### src/hw/rtl/fqs_pkg.sv
// fqs_pkg: shared widths, request modes and result status codes
// for the searchable fifo queue; no dependencies
package fqs_pkg;

  localparam int DATA_W   = 32;
  localparam int MODE_W   = 2;
  localparam int STATUS_W = 2;
  localparam int POS_W    = 5;

  localparam int DEPTH_DEFAULT = 16;

  localparam logic [MODE_W-1:0] MODE_ENQ  = 2'd0;
  localparam logic [MODE_W-1:0] MODE_DEQ  = 2'd1;
  localparam logic [MODE_W-1:0] MODE_SRCH = 2'd2;

  localparam logic [STATUS_W-1:0] ST_OK       = 2'd0;
  localparam logic [STATUS_W-1:0] ST_EMPTY    = 2'd1;
  localparam logic [STATUS_W-1:0] ST_NOTFOUND = 2'd2;
  localparam logic [STATUS_W-1:0] ST_FULL     = 2'd3;

endpackage

### src/hw/rtl/fqs_req_if.sv
// fqs_req_if: request channel (valid/ready) carrying mode and value
// depends on fqs_pkg for field widths
interface fqs_req_if;
  logic                             valid;
  logic                             ready;
  logic [fqs_pkg::MODE_W-1:0]       mode;
  logic signed [fqs_pkg::DATA_W-1:0] value;

  modport source (output valid, output mode, output value, input ready);
  modport sink   (input valid, input mode, input value, output ready);
endinterface

### src/hw/rtl/fqs_rsp_if.sv
// fqs_rsp_if: result channel (valid/ready) carrying status, data_out, position
// depends on fqs_pkg for field widths
interface fqs_rsp_if;
  logic                              valid;
  logic                              ready;
  logic [fqs_pkg::STATUS_W-1:0]      status;
  logic signed [fqs_pkg::DATA_W-1:0] data_out;
  logic [fqs_pkg::POS_W-1:0]         position;

  modport source (output valid, output status, output data_out, output position, input ready);
  modport sink   (input valid, input status, input data_out, input position, output ready);
endinterface

### src/hw/rtl/fqs_ram.sv
// fqs_ram: ring entry store, one write port and one read port, registered read
// depends on fqs_pkg for the word width
module fqs_ram #(
  parameter int DEPTH = fqs_pkg::DEPTH_DEFAULT
) (
  input  logic                                clk,
  input  logic                                we,
  input  logic [$clog2(DEPTH)-1:0]            waddr,
  input  logic [fqs_pkg::DATA_W-1:0]          wdata,
  input  logic [$clog2(DEPTH)-1:0]            raddr,
  output logic [fqs_pkg::DATA_W-1:0]          rdata
);
  import fqs_pkg::*;

  logic [DATA_W-1:0] mem [DEPTH];

  always_ff @(posedge clk) begin
    if (we) begin
      mem[waddr] <= wdata;
    end
  end

  always_ff @(posedge clk) begin
    rdata <= mem[raddr];
  end

endmodule

### src/hw/rtl/fifo_queue_with_search.sv
// fifo_queue_with_search: bounded fifo of 32-bit signed words with a linear search
// depends on fqs_pkg, fqs_req_if, fqs_rsp_if and fqs_ram
//
// req channel: one word per request, mode selects enqueue, dequeue or search
// of value; mode 3 is a no-op answered with all-zero fields.
// rsp channel: exactly one result word per request, in request order.
// entries live in a single-port-read ring memory of DEPTH words; head, tail and
// count sit in flops.
// every accepted request ends in S_RESP, where its result loads into the output
// register; a dequeue passes S_DEQ first for the registered memory read, and a
// search stays in S_SRCH comparing up to the fill count of entries, the one
// memory read port walking the ring from the head one entry a cycle.
// one request is in flight at a time; the next is taken the cycle after the
// previous result moves to the output register, so a result waiting on a
// stalled receiver does not block the next request from being worked.
// when rsp.ready is low the result word holds and the block stalls once it has
// a second result ready.
// reset (rst, synchronous) empties the queue and drops any pending result;
// memory contents are not cleared and are never read before being written.
module fifo_queue_with_search #(
  parameter int DEPTH = fqs_pkg::DEPTH_DEFAULT
) (
  input  logic       clk,
  input  logic       rst,
  fqs_req_if.sink    req,
  fqs_rsp_if.source  rsp
);
  import fqs_pkg::*;

  localparam int AW = (DEPTH > 1) ? $clog2(DEPTH) : 1;
  localparam int CW = $clog2(DEPTH + 1);

  typedef enum logic [3:0] {
    S_IDLE = 4'b0001,
    S_DEQ  = 4'b0010,
    S_SRCH = 4'b0100,
    S_RESP = 4'b1000
  } state_t;

  state_t              state, state_next;
  logic [AW-1:0]       head, head_next;
  logic [AW-1:0]       tail, tail_next;
  logic [CW-1:0]       count, count_next;
  logic [AW-1:0]       scan_ptr, scan_ptr_next;
  logic [CW-1:0]       cmp_k, cmp_k_next;
  logic [CW-1:0]       cmp_k_inc;
  logic [DATA_W-1:0]   key, key_next;
  logic [STATUS_W-1:0] res_status, res_status_next;
  logic [DATA_W-1:0]   res_data, res_data_next;
  logic [POS_W-1:0]    res_pos, res_pos_next;

  logic                ram_we;
  logic [AW-1:0]       ram_waddr;
  logic [DATA_W-1:0]   ram_wdata;
  logic [AW-1:0]       ram_raddr;
  logic [DATA_W-1:0]   ram_rdata;

  logic                out_load;

  function automatic logic [AW-1:0] ring_inc(input logic [AW-1:0] i);
    return (i == AW'(DEPTH - 1)) ? '0 : i + AW'(1);
  endfunction

  fqs_ram #(.DEPTH(DEPTH)) u_ram (
    .clk   (clk),
    .we    (ram_we),
    .waddr (ram_waddr),
    .wdata (ram_wdata),
    .raddr (ram_raddr),
    .rdata (ram_rdata)
  );

  assign req.ready = (state == S_IDLE);
  assign cmp_k_inc = cmp_k + CW'(1);
  assign out_load  = (state == S_RESP) && (!rsp.valid || rsp.ready);

  always_comb begin
    state_next      = state;
    head_next       = head;
    tail_next       = tail;
    count_next      = count;
    scan_ptr_next   = scan_ptr;
    cmp_k_next      = cmp_k;
    key_next        = key;
    res_status_next = res_status;
    res_data_next   = res_data;
    res_pos_next    = res_pos;
    ram_we          = 1'b0;
    ram_waddr       = tail;
    ram_wdata       = req.value;
    ram_raddr       = scan_ptr;

    unique case (state)
      S_IDLE: begin
        if (req.valid) begin
          key_next        = req.value;
          res_status_next = ST_OK;
          res_data_next   = '0;
          res_pos_next    = '0;
          state_next      = S_RESP;
          unique case (req.mode)
            MODE_ENQ: begin
              if (count == CW'(DEPTH)) begin
                res_status_next = ST_FULL;
              end else begin
                ram_we     = 1'b1;
                tail_next  = ring_inc(tail);
                count_next = count + CW'(1);
              end
            end
            MODE_DEQ: begin
              if (count == '0) begin
                res_status_next = ST_EMPTY;
              end else begin
                ram_raddr  = head;
                head_next  = ring_inc(head);
                count_next = count - CW'(1);
                state_next = S_DEQ;
              end
            end
            MODE_SRCH: begin
              if (count == '0) begin
                res_status_next = ST_NOTFOUND;
              end else begin
                ram_raddr     = head;
                scan_ptr_next = ring_inc(head);
                cmp_k_next    = '0;
                state_next    = S_SRCH;
              end
            end
            default: ;
          endcase
        end
      end
      S_DEQ: begin
        res_data_next = ram_rdata;
        state_next    = S_RESP;
      end
      S_SRCH: begin
        if (ram_rdata == key) begin
          res_pos_next = POS_W'(cmp_k_inc);
          state_next   = S_RESP;
        end else if (cmp_k_inc == count) begin
          res_status_next = ST_NOTFOUND;
          state_next      = S_RESP;
        end else begin
          scan_ptr_next = ring_inc(scan_ptr);
          cmp_k_next    = cmp_k_inc;
        end
      end
      S_RESP: begin
        if (out_load) begin
          state_next = S_IDLE;
        end
      end
      default: state_next = S_IDLE;
    endcase
  end

  always_ff @(posedge clk) begin
    if (rst) begin
      state <= S_IDLE;
      head  <= '0;
      tail  <= '0;
      count <= '0;
    end else begin
      state <= state_next;
      head  <= head_next;
      tail  <= tail_next;
      count <= count_next;
    end
  end

  always_ff @(posedge clk) begin
    scan_ptr   <= scan_ptr_next;
    cmp_k      <= cmp_k_next;
    key        <= key_next;
    res_status <= res_status_next;
    res_data   <= res_data_next;
    res_pos    <= res_pos_next;
  end

  // output word register
  always_ff @(posedge clk) begin
    if (rst) begin
      rsp.valid <= 1'b0;
    end else if (out_load) begin
      rsp.valid <= 1'b1;
    end else if (rsp.ready) begin
      rsp.valid <= 1'b0;
    end
  end

  always_ff @(posedge clk) begin
    if (out_load) begin
      rsp.status   <= res_status;
      rsp.data_out <= res_data;
      rsp.position <= res_pos;
    end
  end

`ifndef SYNTH
  logic [CW-1:0] ring_dist;
  assign ring_dist = (tail >= head) ? CW'(tail - head)
                                    : CW'(tail) + CW'(DEPTH) - CW'(head);

  a_count_bound: assert property (@(posedge clk) disable iff (rst)
    count <= CW'(DEPTH))
    else $error("fill count above depth");

  a_ring_consistent: assert property (@(posedge clk) disable iff (rst)
    (ring_dist == count) || ((count == CW'(DEPTH)) && (ring_dist == '0)))
    else $error("head, tail and count disagree");

  a_search_keeps_state: assert property (@(posedge clk) disable iff (rst)
    (state == S_SRCH) |=> ($stable(count) && $stable(head) && $stable(tail)))
    else $error("queue changed during search");

  a_pos_only_on_hit: assert property (@(posedge clk) disable iff (rst)
    (rsp.valid && (rsp.position != '0)) |-> ((rsp.status == ST_OK) && (rsp.data_out == '0)))
    else $error("position reported without a clean hit");

  a_out_from_resp: assert property (@(posedge clk) disable iff (rst)
    $rose(rsp.valid) |-> ($past(state) == S_RESP))
    else $error("result word raised outside response state");
`endif

endmodule
### src/flat_wrapper.sv
// flat-port wrapper written by rule: the top's interface ports become plain ports
module fifo_queue_with_search_flat import fqs_pkg::*;
#(
  parameter int DEPTH = fqs_pkg::DEPTH_DEFAULT
)
  (clk, rst, req_valid, req_mode, req_value, req_ready, rsp_valid, rsp_status, rsp_data_out, rsp_position, rsp_ready);
  fqs_req_if req_i ();
  fqs_rsp_if rsp_i ();
  input  logic clk;
  input  logic rst;
  input wire logic [$bits(req_i.valid)-1:0] req_valid;
  input wire logic [$bits(req_i.mode)-1:0] req_mode;
  input wire logic [$bits(req_i.value)-1:0] req_value;
  output wire logic [$bits(req_i.ready)-1:0] req_ready;
  output wire logic [$bits(rsp_i.valid)-1:0] rsp_valid;
  output wire logic [$bits(rsp_i.status)-1:0] rsp_status;
  output wire logic [$bits(rsp_i.data_out)-1:0] rsp_data_out;
  output wire logic [$bits(rsp_i.position)-1:0] rsp_position;
  input wire logic [$bits(rsp_i.ready)-1:0] rsp_ready;
  assign req_i.valid = req_valid;
  assign req_i.mode = req_mode;
  assign req_i.value = req_value;
  assign req_ready = req_i.ready;
  assign rsp_valid = rsp_i.valid;
  assign rsp_status = rsp_i.status;
  assign rsp_data_out = rsp_i.data_out;
  assign rsp_position = rsp_i.position;
  assign rsp_i.ready = rsp_ready;
  fifo_queue_with_search #(.DEPTH(DEPTH)) u_core (.clk(clk), .rst(rst), .req(req_i), .rsp(rsp_i));
endmodule
### config.mk
export PLATFORM = sky130hd
export DESIGN_NAME = fifo_queue_with_search_flat
export DESIGN_NICKNAME = d
export VERILOG_FILES = /design/src/hw/rtl/fqs_pkg.sv /design/src/hw/rtl/fqs_req_if.sv /design/src/hw/rtl/fqs_rsp_if.sv /design/src/hw/rtl/fqs_ram.sv /design/src/hw/rtl/fifo_queue_with_search.sv /design/src/flat_wrapper.sv
export SDC_FILE = /design/constraint.sdc
export NUM_CORES = 1
export LEC_CHECK = 0
export BUFFER_PORTS_ARGS = -buffer_cell sky130_fd_sc_hd__buf_2
export CORE_MARGIN = 5
export CORE_UTILIZATION = 35
export DETAILED_ROUTE_END_ITERATION = 8
export GPL_ROUTABILITY_DRIVEN = 0
export MAX_ROUTING_LAYER = met4
export SYNTH_ARGS = -nofsm -noshare
export SYNTH_HDL_FRONTEND = slang
export SYNTH_SLANG_ARGS = --single-unit
### constraint.sdc
create_clock -name clk -period 5.67 [get_ports clk]
set_clock_uncertainty 0.05 [all_clocks]
set_input_delay 1.134 -clock clk [delete_from_list [all_inputs] [get_ports clk]]
set_output_delay 1.134 -clock clk [all_outputs]
set_load 0.01 [all_outputs]
==> out/summary.md <==
Finish
• **end-of-flow core utilization** 40.3%
• **final-layout fill cell count** 7692
• **fraction of layout instances using a drive strength above 1** 32.4%
• **area of all sequential standard cells** 20000 um2
• **total area of multi-input combinational cells** 9820 um2
• **area delta synth->final** 14.1%
• **# nets final** 1704

Route
• **Routed Antenna Nets** 0
• **average detailed-routed wire length per instance** 27.4 um
• **Total Wirelength** 78200 um
• **DRC violations left** 0
• **iteration-0 DRC count of the detailed router** 1384
• **total number of vias** 16100
• **total iterations of the first detailed-routing run** 5
• **post-DR vias/cell** 5.64

Logic synthesis
• **Cell variety after synth** 60
• **post-synthesis cell count** 1560
• **share of the synthesized netlist area taken by xor and xnor gates** 1.52%
• **fraction of the mapped netlist area in simple logic gates** 3.82%
• **FFs w/ async S/R, synth** 0%
• **proportion of synthesized area in mux cells** 21.4%
• **yosys warns** 0
• **sequential fraction of the synthesis area** 66.1%
• **most used flip-flop cell after synthesis** edfxtp_1
• **compound-cell area share of the yosys netlist** 4.55%
• **number of nets in the synthesized netlist** 1613
• **number of synthesized flops with an enable pin** 631
• **dominant combinational cell family by area after synthesis** multiplexers
• **adder-cell area share of the yosys netlist** 0.646%
• **combined area of all synthesized cells** 30200 um2
• **Mapped Avg Cell Area** 19.4 um2
• **flip-flop and latch count after synthesis** 681

Worst setup path
• **kind of cell adding the most delay to the critical path** simple AND/OR/NAND/NOR gates
• **capture point of the worst reg-to-reg path** u_core.u_ram.mem[14][8]
• **launching point of the worst reg2reg path** u_core.count[0]
• **Worst Path Buf+Inv** 1
• **data arrival time of the worst path** 3.58 ns
• **cell with the largest stage delay on the worst path** nor2_4
• **kind of capture point of the worst setup path** flop
• **Cell Chain, Critical Path** or4_1 -> o2111a_1 -> nand2_1 -> nor2_4 -> buf_4
• **Register-to-Register Setup Slack** 2.32 ns
• **required arrival time at the worst endpoint** 5.90 ns
• **Worst path max stage delay** 0.81 ns
• **Max Fanout on Critical Path** 20
• **launching element type of the critical path** flop
• **WS Path Type** flop to flop
• **r2r worst-path depth** 5

Clock network
• **clk slew on worst S/H paths** 0.06 ns
• **post-CTS repair timing setup buffer count** 0
• **number of levels the H-tree was split into** 3
• **total CTS buffers** 76
• **clock latency on the worst-skew pair** 0.62 ns
• **CTS-repair resized insts** 0
• **CTS root buffer** clkbuf_16
• **worst-case clock buffer depth** 3
• **number of clock sinks** 681
• **clock tree from TritonCTS** built
• **# hold bufs at CTS** 0

Timing
• **final number of max-transition violations** 0
• **Slew @ Worst Pin** 1.03 ns
• **Min Clock Period, post-route** 3.35 ns
• **Sum Neg Setup Slack** 0 ns
• **Fin. Hold Viols** 0
• **Peak Freq** 299 MHz
• **count of endpoints failing setup in the final report** 0
• **worst relative slew slack** 31.1%
• **final worst path period share** 59.1%
• **RSZ-0062 raised after global routing** no

Die
• **ports placed on the boundary** 79
• **Die Ht** 304 um
• **standard cell core area** 85400 um2
• **Initial Utilization** 35.4%
• **Die W** 304 um
• **num rows** 107
• **floorplan die area** 92300 um2

Min path
• **min-delay src** u_core.res_data[16]
• **worst hold path type** flop to flop
• **worst hold path stage count** 0
• **Worst Hold Path EP** u_core.rsp.data_out[16]

Power
• **VDD IR max** 0.238 mV
• **total power per unit cell area** 327 nW/um2
• **Leak Pwr** 11.1 nW
• **Design Power** 11.3 mW

GRT
• **Total Routing Usage GR** 17.1%
• **number of global-route vias before repair** 17000
• **Remaining Overflow, GRT** 0
• **number of antenna violations at the first check in global routing** 4
• **pin count of the biggest net entering global routing** 73
• **wire length of the first global-routing pass** 116000 um

Place
• **total half-perimeter wirelength after legalization and detailed placement** 46400 um
• **number of I/O port buffers** 78

Status
• **result of the run** finished clean

Run
• **max_cap viols** 0

## flip-flops by register name (all words and copies together), names as in the netlist, 5 cells and up
name and cells:
u_core.count 5, u_core.u_ram.rdata 32, u_core.rsp.data_out 32, u_core.rsp.position 5, u_core.res_data 32, u_core.key 32, u_core.cmp_k 5, u_core.u_ram.mem 512
u_core.res_pos 5
## metal layers
layer / part of all wire [%] / track usage (%)
met5: 0 / -
met4: 2.2 / 4.58
met3: 5.0 / 2.51
met2: 51 / 28.4
met1: 42 / 22.4
## where the power goes
part	internal [mW]	switching [mW]
Clock	2.66	1.98
Sequential	5.64	0.0973
Combinational	0.357	0.547
## worst max path at each step
stage / from / to / cells past startpoint
2_1_floorplan: req_mode[0] / u_core.u_ram.mem[3][0] / 6
3_3_place_gp: req_mode[0] / u_core.u_ram.mem[15][4] / 7
3_5_place_dp: req_mode[0] / u_core.u_ram.mem[14][8] / 7
4_1_cts: u_core.count[0] / u_core.u_ram.mem[14][16] / 5
5_1_grt: u_core.count[0] / u_core.u_ram.mem[14][16] / 5
6_report: u_core.count[0] / u_core.u_ram.mem[14][8] / 5
## worst register-to-register path, delay by kind of cell (launching register included)
kind | cells | cell delay [ns]
AO/OA/AOI/OAI | 1 | 0.49
buffers and inverters | 1 | 0.43
flip-flops | 1 | 0.45
AND/OR/NAND/NOR | 3 | 1.61
## cells by family after synthesis
| logic type | count (synthesis) |
|---|---|
| AOI/OAI and AO/OA | 142 |
| xor gates and xnor gates | 49 |
| buffers and inverters | 128 |
| and+or+nand+nor | 218 |
| adders and majority gates | 15 |
| muxes | 327 |
| DFF | 681 |
## final cells by class
cell class | instances | share of cell area [%]
timing repair buffer | 130 | 2.52
tap | 1144 | 4.16
clock inverter | 32 | 0.719
clock buffer | 106 | 6.03
sequential | 681 | 57.9
multi-input combinational | 751 | 28.5
antenna | 3 | 0.0218
inverter | 11 | 0.120
## cell usage after synthesis (16+ instances only)
cell      number  area, um2
edfxtp_1     631      18900
mux4_2       256       5770
nor2_1        92        345
mux2i_1       71        711
clkbuf_1      63        236
dfxtp_1       50       1000
xnor2_1       39        342
and2_1        35        219
buf_2         28        140
nand3b_1      28        210
o32ai_1       21        184
o311ai_1      20        175
o221ai_2      18        270
nand2_1       16       60.1
## layout by cell type, fill, tap and decap left out, types with 12 or more instances in the layout
cell,Yosys,layout
nand2_1,16,15
dfxtp_1,50,47
buf_4,5,45
buf_2,28,78
clkbuf_16,0,77
ha_1,14,14
o221ai_1,14,14
mux4_2,256,256
clkbuf_1,63,25
edfxtp_1,631,631
nor2_1,92,80
nor2_4,0,12
and2_1,35,35
o32ai_1,21,21
xnor2_1,39,39
o311ai_1,20,20
mux2i_1,71,70
nand3b_1,28,28
clkinv_2,0,12
o221ai_2,18,18
## stage by stage
step	instance area (um2)	worst slack [ns]	hold WS, ns	instances
after floorplan	30200	1.08	0.350	1560
after global placement	32100	1.75	0.351	2717
after detailed placement	32100	1.70	0.355	2717
after CTS	34400	2.29	0.350	2855
after global routing	34400	2.16	0.368	2858
final	34400	2.32	0.348	2858
No activity file was read; power rests on OpenSTA's default activity.
